`src/tsb_pkg.sv`:
```
// ---------------------------------------------------------------------------
// tsb_pkg
// widths, constants and request types shared by the strip builder modules
// ---------------------------------------------------------------------------
package tsb_pkg;

  localparam int VERTEX_ID_BITS = 20;
  localparam int STRIP_LEN_BITS = 16;
  localparam int COUNT_BITS     = 24;
  localparam int QUEUE_DEPTH    = 4;
  localparam int QUEUE_PTR_BITS = $clog2(QUEUE_DEPTH);
  localparam int QUEUE_CNT_BITS = $clog2(QUEUE_DEPTH + 1);

  typedef logic [VERTEX_ID_BITS-1:0] vid_t;
  typedef logic [STRIP_LEN_BITS-1:0] slen_t;
  typedef logic [COUNT_BITS-1:0]     count_t;
  typedef logic [QUEUE_PTR_BITS-1:0] qptr_t;
  typedef logic [QUEUE_CNT_BITS-1:0] qcnt_t;

  localparam slen_t  STRIP_BASE_LEN = slen_t'(3);
  localparam slen_t  SLEN_MAX       = '1;
  localparam count_t COUNT_MAX      = '1;
  localparam count_t START_ADD      = count_t'(3);
  localparam count_t CONT_ADD       = count_t'(1);
  localparam qcnt_t  QUEUE_FULL_CNT = qcnt_t'(QUEUE_DEPTH);

  typedef struct packed {
    vid_t first;
    vid_t second;
    vid_t third;
  } tri_t;

  // one emit request from front to back
  typedef struct packed {
    tri_t  face;
    logic  strip_start;
    logic  strip_end;
    slen_t strip_len;
    logic  mesh_end;
  } emit_req_t;

  typedef struct packed {
    logic      push;
    emit_req_t req;
  } push_t;

  typedef struct packed {
    logic full;
    logic nonempty;
  } queue_status_t;

endpackage

```
`src/tsb_front.sv`:
```
// ---------------------------------------------------------------------------
// tsb_front
// holds one triangle, runs the edge-sharing test and issues emit requests
// ---------------------------------------------------------------------------
module tsb_front
  import tsb_pkg::*;
(
  input  logic          clk,
  input  logic          rst,
  input  logic          in_valid,
  output logic          in_stall,
  input  vid_t          vertex_a,
  input  vid_t          vertex_b,
  input  vid_t          vertex_c,
  input  logic          last_triangle,
  input  queue_status_t q_status,
  output push_t         q_push
);

  tri_t  held;
  logic  held_valid;
  logic  held_starts_strip;
  slen_t strip_length;
  logic  flush_pend;

  tri_t  new_tri;
  tri_t  jf_h;
  tri_t  jf_n;
  logic  jf_ok;
  tri_t  jn_n;
  logic  jn_ok;
  tri_t  emit_h;
  tri_t  keep_n;
  logic  joined;
  logic  in_fire;
  logic  flush_fire;

  assign new_tri    = '{first: vertex_a, second: vertex_b, third: vertex_c};
  assign in_stall   = q_status.full | flush_pend;
  assign in_fire    = in_valid & ~in_stall;
  assign flush_fire = flush_pend & ~q_status.full;

  // opening test, both triangles may rotate
  always_comb begin
    vid_t a, b, c, d, e, f;
    a = held.first;  b = held.second;  c = held.third;
    d = vertex_a;    e = vertex_b;     f = vertex_c;
    jf_ok = 1'b1;
    jf_h  = held;
    jf_n  = new_tri;
    priority if (a == d) begin
      if (b == f) begin
        jf_h = '{c, a, b}; jf_n = '{a, b, e};
      end else if (c == e) begin
        jf_h = '{b, c, a}; jf_n = '{c, a, f};
      end else begin
        jf_ok = 1'b0;
      end
    end else if (a == e) begin
      if (b == d) begin
        jf_h = '{c, a, b}; jf_n = '{a, b, f};
      end else if (c == f) begin
        jf_h = '{b, c, a}; jf_n = '{c, a, d};
      end else begin
        jf_ok = 1'b0;
      end
    end else if (a == f) begin
      if (b == e) begin
        jf_h = '{c, a, b}; jf_n = '{a, b, d};
      end else if (c == d) begin
        jf_h = '{b, c, a}; jf_n = '{c, a, e};
      end else begin
        jf_ok = 1'b0;
      end
    end else if (b == d && c == f) begin
      jf_n = '{b, c, e};
    end else if (b == e && c == d) begin
      jf_n = '{b, c, f};
    end else if (b == f && c == e) begin
      jf_n = '{b, c, d};
    end else begin
      jf_ok = 1'b0;
    end
  end

  // continuation test, new triangle must carry held second and third
  always_comb begin
    vid_t b, c, d, e, f;
    b = held.second; c = held.third;
    d = vertex_a;    e = vertex_b;   f = vertex_c;
    jn_ok = 1'b1;
    jn_n  = new_tri;
    priority if (b == d) begin
      if (c == e) begin
        jn_n = new_tri;
      end else if (c == f) begin
        jn_n = '{b, c, e};
      end else begin
        jn_ok = 1'b0;
      end
    end else if (b == e) begin
      if (c == d) begin
        jn_n = '{b, c, f};
      end else if (c == f) begin
        jn_n = '{b, c, d};
      end else begin
        jn_ok = 1'b0;
      end
    end else if (b == f) begin
      if (c == d) begin
        jn_n = '{b, c, e};
      end else if (c == e) begin
        jn_n = '{b, c, d};
      end else begin
        jn_ok = 1'b0;
      end
    end else begin
      jn_ok = 1'b0;
    end
  end

  always_comb begin
    joined = held_starts_strip ? jf_ok : jn_ok;
    emit_h = held_starts_strip ? jf_h : held;
    if (!held_valid) begin
      keep_n = new_tri;
    end else begin
      keep_n = held_starts_strip ? jf_n : jn_n;
    end
  end

  always_comb begin
    q_push = '0;
    if (flush_fire) begin
      q_push.push            = 1'b1;
      q_push.req.face        = held;
      q_push.req.strip_start = held_starts_strip;
      q_push.req.strip_end   = 1'b1;
      q_push.req.strip_len   = strip_length;
      q_push.req.mesh_end    = 1'b1;
    end else if (in_fire && held_valid) begin
      q_push.push            = 1'b1;
      q_push.req.face        = emit_h;
      q_push.req.strip_start = held_starts_strip;
      q_push.req.strip_end   = ~joined;
      q_push.req.strip_len   = strip_length;
      q_push.req.mesh_end    = 1'b0;
    end
  end

  always_ff @(posedge clk) begin
    if (rst) begin
      held_valid        <= 1'b0;
      held_starts_strip <= 1'b1;
      strip_length      <= STRIP_BASE_LEN;
      flush_pend        <= 1'b0;
    end else if (flush_fire) begin
      held_valid        <= 1'b0;
      held_starts_strip <= 1'b1;
      strip_length      <= STRIP_BASE_LEN;
      flush_pend        <= 1'b0;
    end else if (in_fire) begin
      held_valid <= 1'b1;
      flush_pend <= last_triangle;
      if (held_valid && joined) begin
        held_starts_strip <= 1'b0;
        if (strip_length != SLEN_MAX) begin
          strip_length <= strip_length + 1'b1;
        end
      end else begin
        held_starts_strip <= 1'b1;
        strip_length      <= STRIP_BASE_LEN;
      end
    end
  end

  always_ff @(posedge clk) begin
    if (in_fire) begin
      held <= keep_n;
    end
  end

endmodule

```
`src/tsb_queue.sv`:
```
// ---------------------------------------------------------------------------
// tsb_queue
// short request queue between the front and the back
// ---------------------------------------------------------------------------
module tsb_queue
  import tsb_pkg::*;
(
  input  logic          clk,
  input  logic          rst,
  input  push_t         q_push,
  input  logic          pop,
  output emit_req_t     head,
  output queue_status_t q_status
);

  emit_req_t store [QUEUE_DEPTH];
  qptr_t     wr_ptr;
  qptr_t     rd_ptr;
  qcnt_t     count;
  logic      do_push;
  logic      do_pop;

  assign q_status.full     = (count == QUEUE_FULL_CNT);
  assign q_status.nonempty = (count != '0);
  assign do_push           = q_push.push & ~q_status.full;
  assign do_pop            = pop & q_status.nonempty;
  assign head              = store[rd_ptr];

  always_ff @(posedge clk) begin
    if (rst) begin
      wr_ptr <= '0;
      rd_ptr <= '0;
      count  <= '0;
    end else begin
      if (do_push) begin
        wr_ptr <= wr_ptr + 1'b1;
      end
      if (do_pop) begin
        rd_ptr <= rd_ptr + 1'b1;
      end
      unique case ({do_push, do_pop})
        2'b10:   count <= count + 1'b1;
        2'b01:   count <= count - 1'b1;
        default: count <= count;
      endcase
    end
  end

  always_ff @(posedge clk) begin
    if (do_push) begin
      store[wr_ptr] <= q_push.req;
    end
  end

endmodule

```
`src/tsb_back.sv`:
```
// ---------------------------------------------------------------------------
// tsb_back
// applies running mesh totals and holds the result register
// ---------------------------------------------------------------------------
module tsb_back
  import tsb_pkg::*;
(
  input  logic      clk,
  input  logic      rst,
  input  emit_req_t head,
  input  logic      head_valid,
  output logic      pop,
  output logic      out_valid,
  input  logic      out_stall,
  output vid_t      out_first,
  output vid_t      out_second,
  output vid_t      out_third,
  output logic      strip_start,
  output logic      strip_end,
  output slen_t     strip_len,
  output logic      mesh_end,
  output count_t    total_vertices,
  output count_t    face_count,
  output vid_t      max_vertex_id
);

  count_t vertex_total;
  count_t faces_seen;
  vid_t   largest_id;

  count_t vertex_total_next;
  count_t faces_seen_next;
  vid_t   largest_id_next;
  count_t add;
  vid_t   max_ab;
  vid_t   max_abc;

  assign pop = head_valid & (~out_valid | ~out_stall);

  always_comb begin
    add = head.strip_start ? START_ADD : CONT_ADD;
    vertex_total_next = (vertex_total > COUNT_MAX - add) ? COUNT_MAX : vertex_total + add;
    faces_seen_next   = (faces_seen != COUNT_MAX) ? faces_seen + 1'b1 : faces_seen;
    max_ab  = (head.face.first > head.face.second) ? head.face.first : head.face.second;
    max_abc = (max_ab > head.face.third) ? max_ab : head.face.third;
    largest_id_next = (max_abc > largest_id) ? max_abc : largest_id;
  end

  always_ff @(posedge clk) begin
    if (rst) begin
      out_valid    <= 1'b0;
      vertex_total <= '0;
      faces_seen   <= '0;
      largest_id   <= '0;
    end else begin
      if (pop) begin
        out_valid <= 1'b1;
        if (head.mesh_end) begin
          vertex_total <= '0;
          faces_seen   <= '0;
          largest_id   <= '0;
        end else begin
          vertex_total <= vertex_total_next;
          faces_seen   <= faces_seen_next;
          largest_id   <= largest_id_next;
        end
      end else if (!out_stall) begin
        out_valid <= 1'b0;
      end
    end
  end

  always_ff @(posedge clk) begin
    if (pop) begin
      out_first      <= head.face.first;
      out_second     <= head.face.second;
      out_third      <= head.face.third;
      strip_start    <= head.strip_start;
      strip_end      <= head.strip_end;
      strip_len      <= head.strip_len;
      mesh_end       <= head.mesh_end;
      total_vertices <= vertex_total_next;
      face_count     <= faces_seen_next;
      max_vertex_id  <= largest_id_next;
    end
  end

endmodule

```
`src/triangle_strip_builder_top.sv`:
```
// ---------------------------------------------------------------------------
// triangle_strip_builder_top
// greedy triangle strip builder with per-mesh running totals
// ---------------------------------------------------------------------------
// Takes one triangle request per cycle while in_stall is low. Each triangle
// is held until the next one shows whether the two share an edge, so a
// result appears one request later, through a four-entry queue and the
// output register. After the final triangle of a mesh the front takes no
// input until it has pushed the held triangle as the closing result, which
// waits for room in the queue; the queue takes one entry per cycle while
// not full. Totals return to zero after the result marked mesh_end.
module triangle_strip_builder_top
  import tsb_pkg::*;
(
  input  logic   clk,
  input  logic   rst,
  input  logic   in_valid,
  output logic   in_stall,
  input  vid_t   vertex_a,
  input  vid_t   vertex_b,
  input  vid_t   vertex_c,
  input  logic   last_triangle,
  output logic   out_valid,
  input  logic   out_stall,
  output vid_t   out_first,
  output vid_t   out_second,
  output vid_t   out_third,
  output logic   strip_start,
  output logic   strip_end,
  output slen_t  strip_len,
  output logic   mesh_end,
  output count_t total_vertices,
  output count_t face_count,
  output vid_t   max_vertex_id
);

  push_t         q_push;
  queue_status_t q_status;
  emit_req_t     head;
  logic          pop;

  tsb_front u_front (
    .clk           (clk),
    .rst           (rst),
    .in_valid      (in_valid),
    .in_stall      (in_stall),
    .vertex_a      (vertex_a),
    .vertex_b      (vertex_b),
    .vertex_c      (vertex_c),
    .last_triangle (last_triangle),
    .q_status      (q_status),
    .q_push        (q_push)
  );

  tsb_queue u_queue (
    .clk      (clk),
    .rst      (rst),
    .q_push   (q_push),
    .pop      (pop),
    .head     (head),
    .q_status (q_status)
  );

  tsb_back u_back (
    .clk            (clk),
    .rst            (rst),
    .head           (head),
    .head_valid     (q_status.nonempty),
    .pop            (pop),
    .out_valid      (out_valid),
    .out_stall      (out_stall),
    .out_first      (out_first),
    .out_second     (out_second),
    .out_third      (out_third),
    .strip_start    (strip_start),
    .strip_end      (strip_end),
    .strip_len      (strip_len),
    .mesh_end       (mesh_end),
    .total_vertices (total_vertices),
    .face_count     (face_count),
    .max_vertex_id  (max_vertex_id)
  );

endmodule

```
`config.mk`:
```
export PLATFORM = sky130hd
export DESIGN_NAME = triangle_strip_builder_top
export DESIGN_NICKNAME = d
export VERILOG_FILES = /design/src/tsb_pkg.sv /design/src/tsb_front.sv /design/src/tsb_queue.sv /design/src/tsb_back.sv /design/src/triangle_strip_builder_top.sv
export SDC_FILE = /design/constraint.sdc
export NUM_CORES = 2
export LEC_CHECK = 0
export ABC_CLOCK_PERIOD_IN_PS = 11060
export BUFFER_PORTS_ARGS = -buffer_cell sky130_fd_sc_hd__buf_2
export CAP_MARGIN = 10
export CORE_ASPECT_RATIO = 2
export CORE_MARGIN = 2
export CORE_UTILIZATION = 60
export CTS_CLUSTER_DIAMETER = 40
export DETAILED_ROUTE_END_ITERATION = 8
export GPL_TIMING_DRIVEN = 0
export HOLD_SLACK_MARGIN = 0.03
export PLACE_DENSITY = 0.75
export REMOVE_ABC_BUFFERS = 1
export SYNTH_ARGS = -nofsm -noshare
export SYNTH_HDL_FRONTEND = slang
export SYNTH_SLANG_ARGS = --single-unit
```
`constraint.sdc`:
```
create_clock -name clk -period 11.06 [get_ports clk]
set_clock_uncertainty 0.15 [all_clocks]
set_input_delay 2.212 -clock clk [delete_from_list [all_inputs] [get_ports clk]]
set_output_delay 2.212 -clock clk [all_outputs]
set_load 0.01 [all_outputs]
```
## Yosys cells after proc, flatten, opt, wreduce, memory -nomap -nowiden

Memory sizes are Yosys's and may differ from the RTL's. A register that Yosys moved wholly into a read port is not among the register bits.
Cells that the tools add are included.

- Add/sub/neg operators: 8
- $mul: 0
- Divide/modulo/power cells: 0
- $lt $le $gt $ge: 4
- Eq/ne operators: 19
- Shift-type cells: 0
- Multiplexer cells: 73
- Bitwise logic cells: 12
- Reductions and logical operators: 10

Operators by type and width:

| kind | count |
|---|---|
| 2-to-1 mux 60 bit | 33 |
| equality test 20 bit | 9 |
| 2-to-1 mux 80 bit | 2 |
| 2-to-1 mux 24 bit | 4 |
| 2-to-1 mux 20 bit | 4 |
| greater-than comparator 20 bit | 3 |
| 2-to-1 mux 16 bit | 2 |
| adder 24 x 1 -> 24 bit, second input constant | 1 |
| adder 24 bit | 1 |
| greater-than comparator 24 bit | 1 |
| 2-to-1 mux 1 bit | 24 |
| != test 24 bit, second input constant | 1 |
| subtractor 24 bit, first input constant | 1 |
| adder 16 x 1 -> 16 bit, second input constant | 1 |
| != test 16 bit, second input constant | 1 |
| 2-to-1 mux 2 bit | 3 |
| != test 6 bit, second input constant | 1 |
| one-hot mux 3 bit (2 select lines) | 1 |
| AND 1 bit | 5 |
| logical AND 1 bit | 5 |
| != test 5 bit, second input constant | 1 |
| inverter 1 bit | 5 |
| adder 2 x 1 -> 2 bit, second input constant | 2 |
| != test 4 bit, second input constant | 1 |
| 13 further kinds | 14 |

- Flip-flop bits (word level): 302
- Bits in latches: 0
- Bits in writable memories: 316
- ROM bits: 0
- Input bits: 65
- Output and inout port bits: 149
- Logic and storage cells: 151
- Memories: 1

Memory list:

| name | words | bits a word | rd ports | clocked after memory_dff | wr ports | line | text |
|---|---|---|---|---|---|---|---|
| u_queue.store | 4 | 79 | 1 | 1 | 1 | tsb_queue.sv:16 | `emit_req_t store [QUEUE_DEPTH];` |

## Logic depth before layout (Yosys ltp)

- Depth in word-level cells: 15
- Mapped depth: 38
- Gate-level depth less buffers: 32

## Cells and area by module

A second synthesis with hierarchy kept.

- Cells, all modules: 3378
- Area, all modules: 36058.3 um^2

Modules (own cells, without submodules):

| module | instances | cells an instance | area an instance (um^2) |
|---|---|---|---|
| tsb_front | 1 | 1949 | 13619.3 |
| tsb_queue | 1 | 465 | 11852.6 |
| tsb_back | 1 | 964 | 10586.4 |

## Least setup slack after synthesis

OpenSTA, ideal clock, no wires.

- Kind: input -> register
- Start: in out_stall
- End: reg u_queue.count[2]
- Library setup time: 0.070 ns
- Data arrival time: 8.502 ns
- Data required time: 10.840 ns
- Slack: 2.338 ns
- Stages: 10
- Buffers on the path: 2
- Cells stage by stage: a21o_1 -> clkbuf_1 -> inv_1 -> clkbuf_1 -> ha_1 -> inv_1 -> fa_1 -> xor2_1 -> or3_1 -> a21oi_1

- Longest elaborated chain between the ends: 6

RTL lines:

| item | line | text |
|---|---|---|
| start, declared | triangle_strip_builder_top.sv:24 | `input logic out_stall,` |
| inverter 1 bit (*) | tsb_back.sv:38 | `assign pop = head_valid & (~out_valid \| ~out_stall);` |
| bitwise OR 1 bit (*) | tsb_back.sv:38 |  |
| AND 1 bit (*) | tsb_back.sv:38 |  |
| named net pop | triangle_strip_builder_top.sv:40 | `logic pop;` |
| AND 1 bit (*) | tsb_queue.sv:26 | `assign do_pop = pop & q_status.nonempty;` |
| equality test 2 x 1 -> 1 bit or equality test 2 bit (tied branches) | tsb_queue.sv:41 | `unique case ({do_push, do_pop})` |
| one-hot mux 3 bit (2 select lines) or nonzero test 2 bit (tied branches) | -- |  |
| end signal, assigned | tsb_queue.sv:42 | `2'b10: count <= count + 1'b1;` |
| end signal, assigned | tsb_queue.sv:43 | `2'b01: count <= count - 1'b1;` |
| end signal, assigned | tsb_queue.sv:44 | `default: count <= count;` |
| end, declared | tsb_queue.sv:19 | `qcnt_t count;` |

Mark *: on every way through the listed nets, which the timed path passes. The rest lies on a longest branch.
A chain may end at the register's enable or synchronous reset.

==> metrics.cfg <==
[placement]
post-place-ws_ns = 0.2034
gp_congestion = 1.059
place_area_um2 = 40190
numPortBuffers = 213
dp_hpwl_um = 82220

[timing]
finalCritPeriodShare = 0.9379
slew_violations = 0
max_freq_mhz = 96.40
worstMarginPinSlew_ns = 1.410
slew_headroom = 0.05869
setup_slack_ns = 0.6869
final_hold_viol_count = 0
setup_violations = 0
grt_setup_unrepaired = no
period_needed_ns = 10.37

[detailed_routing]
drt_wl_total_um = 122400
routedWlPerCell_um = 27.35
drc = 19
drtIter0Drc = 3766
via_count = 32050
firstDrtPassIters = 9
avgViaCountPerCell = 7.163
ant_nets = 0

[die]
ios = 214
core_um2 = 63760
rows = 131
start_util = 0.6053
die_h_um = 362.7
die_w_um = 183.3
dieArea_um2 = 66490

[critical_path]
cp_num_buf_inv = 3
setup.worst_path.end_class = register
crit_fanout = 37
critPathKind = register to register
cp_data_arrival_time_ns = 10.80
worst_path_max_delay_cell = and2_1
crit_required_ns = 11.49
rrSetupSlack_ns = 0.69
crit_family = simple AND/OR/NAND/NOR gates
r2r_cells = 31
max_stage_delay_ns = 0.77
startpoint_type = register
reg2reg_to = u_back.largest_id[1]

[power]
power.internal_mw = 5.912
ir_drop_mv = 0.2147
switching_share = 0.3908
p_leak_nw = 15.39
p_clk_frac = 0.211
p_sw_mw = 3.792
combPwrFrac = 0.410
pwr-share-seq = 0.380
powerDensity_nw_per_um2 = 230.0

[global_route]
grt_max_degree = 96
grt-ovfl-total = 0
antenna_found_initial = 5
grt_usage = 0.3657
grt_pass1_vias = 30920
grt_pass1_wl_um = 184500

[cts]
cts_hold_buf = 0
clk_transition_reported_paths_ns = 0.07
cts.sink_count = 620
htreeDepth = 2
clk_latency_ns = 0.66
cts_buffers = 58
ctsRootBufferMaster = clkbuf_16
cts_tree = built
cts_max_path_buffers = 3

[logic_synthesis]
avgSynthCellArea_um2 = 10.29
netlist_area_um2 = 38590
synth_flop_cell = edfxtp_1
synthArstFlopShare = 0
synth_cell_types = 82
ys_warn_count = 0
synth_edf_count = 523
synth_cells = 3750
ys_seq_area_frac = 0.4573
synth_seq_cells = 620

[cells_and_area]
fillerInstances = 4876
area.growth.synth_to_final_pct = 9.328
layout_commonest_cell = edfxtp_1
fin_util = 0.6617
nets = 3761
drive_above_1_share = 0.1552
final_cell_mix = edfxtp_1 (523), nand2_1 (370), nor2_1 (282)
design_area_um2 = 42190

[status]
violations = design-rule violations
run_status = finished with violations

[min_path]
worstHoldStart = u_back.largest_id[11]
hold_class = register to register
hold_path_depth = 1
hold_end = u_back.largest_id[11]

[flow_run]
cap_violations = 0

## layout make-up
cell class | count | area, µm² | area share
multi-input cells | 2567 | 18840 | 0.4465
flip-flops and latches | 620 | 17660 | 0.4185
repair buffers | 274 | 2349 | 0.05566
clock buffers | 68 | 1520 | 0.03603
well taps | 798 | 998.5 | 0.02366
clock inverters | 41 | 431.7 | 0.01023
inverters | 103 | 391.6 | 0.009282
diodes | 3 | 7.507 | 0.0001779
## routing by layer
layer  global-route usage  vias to the layer above  wire length (µm)
li1                     -                    13910                 -
met1               0.3988                    15220             40500
met4               0.3045                        2             12090
met3              0.07431                      728             11290
met5                    0                        -                45
met2               0.6098                     2189             58440
## synth_stat cells, drive strengths merged, types with 21 or more instances
cell    instances  area, µm²
a211oi         50      375.4
a21o           21      157.7
a21oi         147      735.7
a221o          48      480.5
a221oi         39      359.1
a22o           60      525.5
a22oi          82      615.6
a311oi         56      490.5
a31oi          52      331.6
and2           23      143.9
buf           180      909.6
clkbuf        280       1051
dfxtp          97       1942
edfxtp        523      15710
ha             70      875.8
inv           103      386.6
mux2           49      551.8
mux2i         167       1672
mux4           79       1779
nand2         376       1411
nand3          47      240.2
nand4          53      331.6
nor2          298       1140
nor3           44      230.2
o211ai         21      157.7
o21ai         193      973.4
o221ai         93      833.3
o22a           47      411.6
o22ai          24      150.1
xnor2         156       1366
xor2           73      639.4
## through the flow
step | setup TNS [ns] | hold WS (ns) | power (mW) | instances
6_report | 0 | 0.3235 | 9.704 | 4474
5_1_grt | 0 | 0.3629 | 10.19 | 4473
4_1_cts | 0 | 0.3182 | 9.638 | 4469
3_5_place_dp | 0 | 0.2983 | 7.599 | 4360
3_3_place_gp | -611.93 | 0.2974 | 7.524 | 4301
2_1_floorplan | -7.418 | 0.2823 | 6.146 | 3290
## worst max path at each step
stage,startpoint,endpoint,depth (start not counted)
2_1_floorplan,register,u_back.largest_id[10],26
3_3_place_gp,register,u_back.largest_id[7],27
3_5_place_dp,register,u_back.largest_id[2],32
4_1_cts,register,u_back.largest_id[1],32
5_1_grt,register,u_back.largest_id[0],31
6_report,register,u_back.largest_id[1],31
## flip-flops by register name, indices dropped and copies added, names as in the netlist, 16 cells and up, named ones only
name / cells
u_back.total_vertices: 24
u_back.vertex_total: 24
u_back.out_second: 20
u_back.face_count: 24
u_back.strip_len: 16
u_back.out_third: 20
u_back.out_first: 20
u_front.held: 60
u_front.strip_length: 16
u_back.max_vertex_id: 20
u_back.faces_seen: 24
u_back.largest_id: 20
u_queue.store: 316
## cells by family (layout without fill, tap and decap cells)
group,Yosys count,count (layout),synth area share
buffers and inverters,563,486,0.06082
other,0,3,0
and+or+nand+nor,957,957,0.1122
xor gates and xnor gates,229,229,0.05197
AOI/OAI and AO/OA,1014,1014,0.1903
adders and majority gates,72,72,0.02373
muxes,295,295,0.1037
DFF,620,620,0.4573
## timing repair
item	4_1_cts	5_1_grt
gates resized for setup	0	2
endpoints found under the setup margin	0	19
buffers inserted	0	0
hold endpoints to repair	0	0
## power by group through the flow
stage          clock network, mW  logic [mW]  registers [mW]
2_1_floorplan                  0        2.35            3.79
3_3_place_gp                   0        3.68            3.84
3_5_place_dp                   0        3.89            3.70
4_1_cts                     2.05        3.92            3.66
5_1_grt                     2.14        4.33            3.72
6_report                    2.05        3.97            3.68
## worst register-to-register path, delay by kind of cell, from the launching register on
family | cells | cell delay [ns]
mux | 1 | 0.65
flops | 1 | 0.49
compound gates | 10 | 2.62
simple gates | 14 | 4.69
fa+ha+maj | 3 | 1.04
buf+inv | 3 | 0.67
Power figures use the tool's default switching activity.
